`src/sv/dta_pkg.sv`:
```
`timescale 1ns / 1ps

package dta_pkg;

    localparam int SAMPLE_W = 32;
    localparam int LEN_W    = 7;
    localparam int LIMIT_W  = 32;
    localparam int LEVEL_W  = 2;
    localparam int CFG_IDX_W = 2;
    localparam int CFG_DATA_W = 32;

    // At most 127 samples of 32 bits are summed, so the total needs 39 bits signed
    // and its magnitude fits in 38 bits.
    localparam int TOTAL_W = SAMPLE_W + LEN_W;
    localparam int MAG_W   = TOTAL_W - 1;
    localparam int REM_W   = LEN_W + 1;
    localparam int DIV_CNT_W = $clog2(MAG_W);

    typedef logic signed [SAMPLE_W-1:0] sample_t;
    typedef logic [LEN_W-1:0]           len_t;
    typedef logic [LIMIT_W-1:0]         limit_t;
    typedef logic [LEVEL_W-1:0]         level_t;
    typedef logic signed [TOTAL_W-1:0]  total_t;
    typedef logic [MAG_W-1:0]           mag_t;

    localparam level_t LEVEL_NORMAL = 2'd0;
    localparam level_t LEVEL_WARN   = 2'd1;
    localparam level_t LEVEL_KILL   = 2'd2;

    localparam logic [CFG_IDX_W-1:0] CFG_AVG_LEN     = 2'd0;
    localparam logic [CFG_IDX_W-1:0] CFG_KILL_LIMIT  = 2'd1;
    localparam logic [CFG_IDX_W-1:0] CFG_WARN_LIMIT  = 2'd2;
    localparam logic [CFG_IDX_W-1:0] CFG_KILL_ENABLE = 2'd3;

    localparam len_t     AVG_LEN_RESET    = 7'd8;
    localparam limit_t   KILL_LIMIT_RESET = 32'd1000;
    localparam limit_t   WARN_LIMIT_RESET = 32'd250;

    typedef struct packed {
        logic busy;
        logic done;
    } div_status_t;

endpackage

```
`src/sv/drift_average_threshold_alarm.sv`:
```
`timescale 1ns / 1ps

// Moving average of signed drift samples with a two-level threshold alarm.
// Samples enter on sample_valid/sample_stall; results leave on
// result_valid/result_stall with smoothed_drift, alarm_level and kill_fire.
// A request is taken when valid is high and stall is low.
// Registers are written over cfg_valid/cfg_ready with cfg_index and cfg_data;
// the user must write them only while idle; the block itself does not enforce it.
// cfg_ready is always high. Writing avg_len restarts the window; until it fills,
// only the samples written since the restart are averaged. An avg_len of zero
// passes the sample through. Averaging takes the sample through the subtract,
// add and absolute-value steps that update the running total and ring and load
// the divider, then through the restoring divider (one quotient bit per cycle
// over 38 bits, then its done flag), then the compare step. Pass-through goes
// straight to the compare step. A new sample can be taken in the cycle the
// result appears, so only one sample is in work at a time. If the receiver
// stalls, the result is held and the next result waits in the compare step
// until the output register is free.
// Reset restores the register defaults, empties the window and clears the kill
// latch; ring contents are not cleared and need no clearing pass.

module drift_average_threshold_alarm #(
    parameter int WINDOW_DEPTH = 64
) (
    input  logic                               clk,
    input  logic                               rst_n,
    input  logic                               sample_valid,
    output logic                               sample_stall,
    input  logic signed [dta_pkg::SAMPLE_W-1:0] drift_sample,
    output logic                               result_valid,
    input  logic                               result_stall,
    output logic signed [dta_pkg::SAMPLE_W-1:0] smoothed_drift,
    output logic [dta_pkg::LEVEL_W-1:0]        alarm_level,
    output logic                               kill_fire,
    input  logic                               cfg_valid,
    output logic                               cfg_ready,
    input  logic [dta_pkg::CFG_IDX_W-1:0]      cfg_index,
    input  logic [dta_pkg::CFG_DATA_W-1:0]     cfg_data
);

    localparam int SLOT_W  = (WINDOW_DEPTH > 1) ? $clog2(WINDOW_DEPTH) : 1;
    localparam int LEN_CAP = (WINDOW_DEPTH > 127) ? 127 : WINDOW_DEPTH;
    localparam int CMP_W   = ((SLOT_W > dta_pkg::LEN_W) ? SLOT_W : dta_pkg::LEN_W) + 1;
    localparam dta_pkg::len_t LEN_CAP_V = dta_pkg::LEN_W'(LEN_CAP);

    typedef enum logic [5:0] {
        ST_IDLE = 6'b000001,
        ST_SUB  = 6'b000010,
        ST_ADD  = 6'b000100,
        ST_ABS  = 6'b001000,
        ST_DIV  = 6'b010000,
        ST_CMP  = 6'b100000
    } state_t;

    state_t state_reg, state_next;

    dta_pkg::len_t    avg_len_reg;
    dta_pkg::limit_t  kill_limit_reg;
    dta_pkg::limit_t  warn_limit_reg;
    logic             kill_enable_reg;

    logic [SLOT_W-1:0] write_slot_reg, write_slot_next;
    dta_pkg::len_t     fill_count_reg, fill_count_next;
    dta_pkg::total_t   total_reg, total_next;
    logic              kill_latched_reg, kill_latched_next;

    dta_pkg::sample_t  sample_reg;
    dta_pkg::sample_t  smoothed_reg, smoothed_next;
    dta_pkg::limit_t   mag_reg, mag_next;
    logic              neg_reg;

    logic              result_valid_reg, result_valid_next;
    dta_pkg::sample_t  result_data_reg;
    dta_pkg::level_t   level_reg, level_next;
    logic              fire_reg, fire_next;

    dta_pkg::len_t     len;
    logic              full;
    logic              accept;
    logic              cfg_write;
    logic              out_free;
    dta_pkg::total_t   total_abs;
    dta_pkg::sample_t  ring_rd_data;
    logic              ring_wr_en;
    logic              div_start;
    dta_pkg::mag_t     div_quotient;
    dta_pkg::div_status_t div_status;

    assign len       = (avg_len_reg > LEN_CAP_V) ? LEN_CAP_V : avg_len_reg;
    assign full      = (fill_count_reg >= len);
    assign accept    = sample_valid && !sample_stall;
    assign cfg_ready = 1'b1;
    assign cfg_write = cfg_valid && cfg_ready;
    assign out_free  = !result_valid_reg || !result_stall;
    assign total_abs = total_reg[dta_pkg::TOTAL_W-1] ? -total_reg : total_reg;
    assign ring_wr_en = (state_reg == ST_ADD);
    assign div_start  = (state_reg == ST_ABS);

    dta_ring #(
        .DEPTH  (WINDOW_DEPTH),
        .ADDR_W (SLOT_W)
    ) u_ring (
        .clk     (clk),
        .wr_en   (ring_wr_en),
        .wr_addr (write_slot_reg),
        .wr_data (sample_reg),
        .rd_addr (write_slot_reg),
        .rd_data (ring_rd_data)
    );

    dta_divider u_div (
        .clk      (clk),
        .rst_n    (rst_n),
        .start    (div_start),
        .dividend (total_abs[dta_pkg::MAG_W-1:0]),
        .divisor  (fill_count_reg),
        .quotient (div_quotient),
        .status   (div_status)
    );

    always_comb
    begin
        state_next        = state_reg;
        write_slot_next   = write_slot_reg;
        fill_count_next   = fill_count_reg;
        total_next        = total_reg;
        kill_latched_next = kill_latched_reg;
        smoothed_next     = smoothed_reg;
        mag_next          = mag_reg;
        result_valid_next = result_valid_reg && result_stall;
        level_next        = dta_pkg::LEVEL_NORMAL;
        fire_next         = 1'b0;

        case (state_reg)
            ST_IDLE:
            begin
                if (accept)
                begin
                    if (len == '0)
                    begin
                        smoothed_next = drift_sample;
                        mag_next = drift_sample[dta_pkg::SAMPLE_W-1] ?
                                   dta_pkg::LIMIT_W'(-drift_sample) :
                                   dta_pkg::LIMIT_W'(drift_sample);
                        state_next = ST_CMP;
                    end
                    else
                    begin
                        state_next = ST_SUB;
                    end
                end
            end
            ST_SUB:
            begin
                // The slot being overwritten leaves the sum once the window is full.
                if (full)
                begin
                    total_next = total_reg - dta_pkg::TOTAL_W'(ring_rd_data);
                end
                state_next = ST_ADD;
            end
            ST_ADD:
            begin
                total_next = total_reg + dta_pkg::TOTAL_W'(sample_reg);
                if (CMP_W'(write_slot_reg) + CMP_W'(1) >= CMP_W'(len))
                begin
                    write_slot_next = '0;
                end
                else
                begin
                    write_slot_next = write_slot_reg + 1'b1;
                end
                if (!full)
                begin
                    fill_count_next = fill_count_reg + 1'b1;
                end
                state_next = ST_ABS;
            end
            ST_ABS:
            begin
                state_next = ST_DIV;
            end
            ST_DIV:
            begin
                if (div_status.done)
                begin
                    mag_next = div_quotient[dta_pkg::LIMIT_W-1:0];
                    smoothed_next = neg_reg ?
                                    -dta_pkg::SAMPLE_W'(div_quotient[dta_pkg::SAMPLE_W-1:0]) :
                                    dta_pkg::SAMPLE_W'(div_quotient[dta_pkg::SAMPLE_W-1:0]);
                    state_next = ST_CMP;
                end
            end
            ST_CMP:
            begin
                if (out_free)
                begin
                    result_valid_next = 1'b1;
                    if (mag_reg >= kill_limit_reg)
                    begin
                        level_next = dta_pkg::LEVEL_KILL;
                        if (!kill_latched_reg && kill_enable_reg)
                        begin
                            kill_latched_next = 1'b1;
                            fire_next = 1'b1;
                        end
                    end
                    else if (mag_reg >= warn_limit_reg)
                    begin
                        level_next = dta_pkg::LEVEL_WARN;
                    end
                    else
                    begin
                        level_next = dta_pkg::LEVEL_NORMAL;
                        kill_latched_next = 1'b0;
                    end
                    state_next = ST_IDLE;
                end
            end
            default:
            begin
                state_next = ST_IDLE;
            end
        endcase

        if (cfg_write && cfg_index == dta_pkg::CFG_AVG_LEN)
        begin
            write_slot_next = '0;
            fill_count_next = '0;
            total_next      = '0;
        end
    end

    always_ff @(posedge clk or negedge rst_n)
    begin
        if (!rst_n)
        begin
            state_reg        <= ST_IDLE;
            avg_len_reg      <= dta_pkg::AVG_LEN_RESET;
            kill_limit_reg   <= dta_pkg::KILL_LIMIT_RESET;
            warn_limit_reg   <= dta_pkg::WARN_LIMIT_RESET;
            kill_enable_reg  <= 1'b0;
            write_slot_reg   <= '0;
            fill_count_reg   <= '0;
            total_reg        <= '0;
            kill_latched_reg <= 1'b0;
            result_valid_reg <= 1'b0;
        end
        else
        begin
            state_reg        <= state_next;
            write_slot_reg   <= write_slot_next;
            fill_count_reg   <= fill_count_next;
            total_reg        <= total_next;
            kill_latched_reg <= kill_latched_next;
            result_valid_reg <= result_valid_next;
            if (cfg_write)
            begin
                case (cfg_index)
                    dta_pkg::CFG_AVG_LEN:     avg_len_reg     <= cfg_data[dta_pkg::LEN_W-1:0];
                    dta_pkg::CFG_KILL_LIMIT:  kill_limit_reg  <= cfg_data[dta_pkg::LIMIT_W-1:0];
                    dta_pkg::CFG_WARN_LIMIT:  warn_limit_reg  <= cfg_data[dta_pkg::LIMIT_W-1:0];
                    dta_pkg::CFG_KILL_ENABLE: kill_enable_reg <= cfg_data[0];
                    default: ;
                endcase
            end
        end
    end

    always_ff @(posedge clk)
    begin
        if (accept)
        begin
            sample_reg <= drift_sample;
        end
        if (state_reg == ST_ABS)
        begin
            neg_reg <= total_reg[dta_pkg::TOTAL_W-1];
        end
        smoothed_reg <= smoothed_next;
        mag_reg      <= mag_next;
        if (state_reg == ST_CMP && out_free)
        begin
            result_data_reg <= smoothed_reg;
            level_reg       <= level_next;
            fire_reg        <= fire_next;
        end
    end

    assign sample_stall   = (state_reg != ST_IDLE);
    assign result_valid   = result_valid_reg;
    assign smoothed_drift = result_data_reg;
    assign alarm_level    = level_reg;
    assign kill_fire      = fire_reg;

endmodule

```
`src/sv/dta_ring.sv`:
```
`timescale 1ns / 1ps

module dta_ring #(
    parameter int DEPTH  = 64,
    parameter int ADDR_W = 6
) (
    input  logic                    clk,
    input  logic                    wr_en,
    input  logic [ADDR_W-1:0]       wr_addr,
    input  dta_pkg::sample_t        wr_data,
    input  logic [ADDR_W-1:0]       rd_addr,
    output dta_pkg::sample_t        rd_data
);

    dta_pkg::sample_t mem [DEPTH];
    dta_pkg::sample_t rd_data_reg;

    always_ff @(posedge clk)
    begin
        if (wr_en)
        begin
            mem[wr_addr] <= wr_data;
        end
        rd_data_reg <= mem[rd_addr];
    end

    assign rd_data = rd_data_reg;

endmodule

```
`src/sv/dta_divider.sv`:
```
`timescale 1ns / 1ps

module dta_divider (
    input  logic                  clk,
    input  logic                  rst_n,
    input  logic                  start,
    input  dta_pkg::mag_t         dividend,
    input  dta_pkg::len_t         divisor,
    output dta_pkg::mag_t         quotient,
    output dta_pkg::div_status_t  status
);

    dta_pkg::mag_t                    quo_reg, quo_next;
    logic [dta_pkg::REM_W-1:0]        rem_reg, rem_next;
    logic [dta_pkg::DIV_CNT_W-1:0]    cnt_reg, cnt_next;
    logic                             busy_reg, busy_next;
    logic                             done_reg, done_next;
    logic [dta_pkg::REM_W-1:0]        shifted;
    logic [dta_pkg::REM_W:0]          trial;
    dta_pkg::len_t                    divisor_hold_reg;

    // Restoring division, one quotient bit per cycle.
    always_comb
    begin
        shifted   = {rem_reg[dta_pkg::REM_W-2:0], quo_reg[dta_pkg::MAG_W-1]};
        trial     = {1'b0, shifted} - {2'b00, divisor_hold_reg};
        quo_next  = quo_reg;
        rem_next  = rem_reg;
        cnt_next  = cnt_reg;
        busy_next = busy_reg;
        done_next = 1'b0;
        if (start)
        begin
            quo_next  = dividend;
            rem_next  = '0;
            cnt_next  = dta_pkg::DIV_CNT_W'(dta_pkg::MAG_W - 1);
            busy_next = 1'b1;
        end
        else if (busy_reg)
        begin
            quo_next = {quo_reg[dta_pkg::MAG_W-2:0], ~trial[dta_pkg::REM_W]};
            rem_next = trial[dta_pkg::REM_W] ? shifted : trial[dta_pkg::REM_W-1:0];
            cnt_next = cnt_reg - 1'b1;
            if (cnt_reg == '0)
            begin
                busy_next = 1'b0;
                done_next = 1'b1;
            end
        end
    end

    always_ff @(posedge clk)
    begin
        quo_reg <= quo_next;
        rem_reg <= rem_next;
        cnt_reg <= cnt_next;
        if (start)
        begin
            divisor_hold_reg <= divisor;
        end
    end

    always_ff @(posedge clk or negedge rst_n)
    begin
        if (!rst_n)
        begin
            busy_reg <= 1'b0;
            done_reg <= 1'b0;
        end
        else
        begin
            busy_reg <= busy_next;
            done_reg <= done_next;
        end
    end

    assign quotient    = quo_reg;
    assign status.busy = busy_reg;
    assign status.done = done_reg;

endmodule

```
`config.mk`:
```
export PLATFORM = sky130hd
export DESIGN_NAME = drift_average_threshold_alarm
export DESIGN_NICKNAME = d
export VERILOG_FILES = /design/src/sv/dta_pkg.sv /design/src/sv/drift_average_threshold_alarm.sv /design/src/sv/dta_ring.sv /design/src/sv/dta_divider.sv
export SDC_FILE = /design/constraint.sdc
export NUM_CORES = 2
export LEC_CHECK = 0
export CORE_ASPECT_RATIO = 0.75
export CORE_MARGIN = 5
export CORE_UTILIZATION = 50
export DETAILED_ROUTE_END_ITERATION = 8
export DONT_BUFFER_PORTS = 1
export GPL_TIMING_DRIVEN = 1
export PLACE_DENSITY = 0.63
export SLEW_MARGIN = 5
export SYNTH_ARGS = -nofsm -noshare
export SYNTH_HDL_FRONTEND = slang
export SYNTH_HIERARCHICAL = 1
export SYNTH_SLANG_ARGS = --single-unit
```
`constraint.sdc`:
```
create_clock -name clk -period 7.1 [get_ports clk]
set_clock_uncertainty 0.05 [all_clocks]
set_input_delay 0.355 -clock clk [delete_from_list [all_inputs] [get_ports clk]]
set_output_delay 0.355 -clock clk [all_outputs]
set_load 0.01 [all_outputs]
```
==> load_flow_metrics.sql <==
INSERT INTO impl_metrics (metric_group, metric, value, unit) VALUES
('cts', 'clock_tree.buffer_depth', '3', ''),
('global_route', 'grt_max_degree', '135', ''),
('route', 'vias_per_cell', '6.18', ''),
('place', 'port_buffers', '0', ''),
('power_and_ir_drop', 'power_leakage', '35.3', 'nW'),
('sta', 'rsz0062_at_grt', 'false', ''),
('route', 'vias', '51294', ''),
('floorplan', 'floorplan.initialDensity', '0.504', ''),
('sta', 'layout_min_cycle_time', '5.57', 'ns'),
('logic_synthesis', 'syn-num-nets', '5487', ''),
('route', 'final_antenna_net_count', '0', ''),
('global_route', 'globalRoute.totalOverflow', '0', ''),
('route', 'detailedRoute.firstIterationViolations', '5744', ''),
('setup_path', 'path_class', 'flip-flop to flip-flop', ''),
('sta', 'slew-limit-headroom', '0.0731', ''),
('global_route', 'antenna_found_initial', '15', ''),
('route', 'detail_route.first_pass.iterations', '5', ''),
('floorplan', 'chipHeight', '394', 'microns'),
('worst_hold_path', 'hold_path_class', 'primary input to asynchronous set/reset pin', ''),
('cts', 'path_clk_slew', '0.06', 'ns'),
('logic_synthesis', 'ys.warnings.count', '6', ''),
('setup_path', 'cp_data_required_time', '7.80', 'ns'),
('floorplan', 'die_x', '522', 'microns'),
('power_and_ir_drop', 'net-switching-power', '9.77', 'mW'),
('setup_path', 'crit_path_cell_trace', 'or4_1, nor3_1, nand2_1, nor3_1, nand2_1, nor3_1, nand2_1, xor2_1, mux2_2, ha_1, and4_1, a32o_1, a221oi_1, nor3b_1, o211ai_1, xnor2_1, or3_1, a21oi_1', ''),
('logic_synthesis', 'avg_inst_size_synth', '18.6', 'sq um'),
('sta', 'finalCritPeriodShare', '0.785', ''),
('place', 'placed_cells', '7806', ''),
('outcome', 'outcome', 'finished, final reports clean', ''),
('final_layout', 'largest_register_ffs', '2048', ''),
('setup_path', 'cp_max_fo', '7', ''),
('global_route', 'grt_usage', '0.242', ''),
('final_layout', 'fin_nets', '5687', ''),
('sta', 'worst_pin_slew', '1.38', 'ns'),
('cts', 'cts_htree_levels', '4', ''),
('setup_path', 'highest_cell_delay_on_the_worst_timing_path', '0.58', 'ns'),
('sta', 'fin_worst_hold_slack', '0.0429', 'ns'),
('sta', 'number_of_hold_violations_in_the_final_report', '0', ''),
('power_and_ir_drop', 'p_comb_frac', '0.194', ''),
('power_and_ir_drop', 'p_int', '25.8', 'mW'),
('power_and_ir_drop', 'power.density_cell_area', '323', 'nW/um^2'),
('final_layout', 'most_common_cell_after_layout_fill_and_taps_aside', 'edfxtp_1', ''),
('cts', 'total_of_cells_resized_after_clock_tree_synthesis', '0', ''),
('place', 'place.gp.congestion', '0.880', ''),
('power_and_ir_drop', 'switching_share', '0.275', ''),
('final_layout', 'instances_no_fill', '8303', ''),
('setup_path', 'cp.arrival', '6.27', 'ns'),
('floorplan', 'io_pins', '109', ''),
('place', 'dp_hpwl', '147', 'mm'),
('cts', 'cts_root_buf', 'clkbuf_16', ''),
('setup_path', 'setup.worst_path.end_class', 'flip-flop', ''),
('sta', 'max_clock_freq', '179', 'MHz'),
('cts', 'clock_insertion_delay_worst_skew', '0.87', 'ns'),
('route', 'drt-total-wl', '249', 'mm'),
('sta', 'final_max_slew_viol_count', '0', ''),
('power_and_ir_drop', 'power', '35.6', 'mW'),
('logic_synthesis', 'mappedNetlistArea', '98200', 'sq um'),
('floorplan', 'core_area', '195000', 'sq um'),
('route', 'drc', '0', ''),
('sta', 'report.final.setup_viol', '0', ''),
('final_layout', 'fillerInstances', '14778', ''),
('cts', 'cts.sink_count', '2403', ''),
('route', 'detail_route.wl_per_cell', '30.0', 'microns'),
('cts', 'tritoncts', 'built', ''),
('final_layout', 'area_delta_synth_final', '12.1', '%'),
('power_and_ir_drop', 'seqPwrFrac', '0.475', ''),
('power_and_ir_drop', 'power_frac_clock', '0.331', ''),
('sta', 'fin_tns_setup', '0', 'ns'),
('place', 'postPlaceCellArea', '102000', 'sq um'),
('setup_path', 'crit_slowest_cell', 'or4_1', ''),
('floorplan', 'die_area', '205000', 'sq um'),
('cts', 'cts_made_buffers', '218', ''),
('logic_synthesis', 'netlist_instances', '5280', ''),
('setup_path', 'start_kind', 'flip-flop', ''),
('power_and_ir_drop', 'irDropWorstVdd', '0.000292', 'V'),
('final_layout', 'layout-drive-gt1-share', '0.221', ''),
('final_layout', 'post-route-cell-area', '110000', 'sq um'),
('floorplan', 'num_rows', '140', ''),
('global_route', 'via_count_of_the_first_global_routing_pass', '50655', ''),
('global_route', 'global_route_wire_length_before_repair', '362', 'mm'),
('job', 'drv.max_cap_violation_count', '0', ''),
('final_layout', 'layout_common_cells', 'edfxtp_1 (2224), mux4_2 (544), nand2_1 (244)', '');
worst paths after layout:
path                              startpoint            endpoint  slack [ns]  cells after the start
setup / recovery           u_ring/rd_data[8]       total_reg[38]        1.53                     18
hold / removal                         rst_n  warn_limit_reg[30]        0.04                      2
setup reg to reg           u_ring/rd_data[8]       total_reg[38]        1.53                     18
hold reg to reg             smoothed_reg[27]  smoothed_drift[27]        0.35                      0
max in group asynchronous              rst_n   write_slot_reg[0]        6.26                      2
min in group clk                   cfg_valid   fill_count_reg[1]        0.08                      3
power by group through the flow:
stage | combinational, mW | clock, mW | sequential (mW)
2_1_floorplan | 4.60 | 0 | 17.4
3_3_place_gp | 6.72 | 0 | 17.2
3_5_place_dp | 6.79 | 0 | 17.2
4_1_cts | 6.90 | 12.0 | 16.9
5_1_grt | 7.48 | 12.6 | 16.9
6_report | 6.89 | 11.8 | 16.9
layout make-up:
type | instances | area (sq um) | share of cell area
clock buffer | 275 | 5770 | 0.0524
timing repair buffer | 239 | 2120 | 0.0193
inverter | 106 | 398 | 0.00361
antenna | 4 | 10.0 | 0.0000909
clock inverter | 137 | 1370 | 0.0124
tap | 2627 | 3290 | 0.0298
multi-input combinational | 2512 | 26100 | 0.237
sequential | 2403 | 71100 | 0.645
per-layer routing:
| layer | up-vias | track usage | part of all wire |
|---|---|---|---|
| li1 | 21729 | - | - |
| met1 | 27078 | 0.366 | 0.43 |
| met2 | 2166 | 0.350 | 0.44 |
| met3 | 319 | 0.0719 | 0.10 |
| met4 | 2 | 0.0574 | 0.024 |
| met5 | - | 0 | 0.000052 |
per-stage QoR:
step	worst slack [ns]	utilization
6_report	1.53	0.565
5_1_grt	1.27	0.565
4_1_cts	1.66	0.565
3_5_place_dp	1.72	0.524
3_3_place_gp	1.64	0.524
2_1_floorplan	2.44	-
critical path: cells and delay by family (launching register included):
family | cells | cell delay, ns
AO/OA/AOI/OAI | 4 | 1.05
adder cells (fa/ha/maj) | 1 | 0.38
AND/OR/NAND/NOR | 10 | 3.06
multiplexers | 1 | 0.27
flip-flops | 1 | 0.33
XOR/XNOR | 2 | 0.32
timing repair:
action,in CTS,in global routing
endpoints found under the hold margin,329,0
hold buffers,81,0
buffers inserted,0,0
setup endpoints to repair,0,0
(Power assumes the default switching activity.)
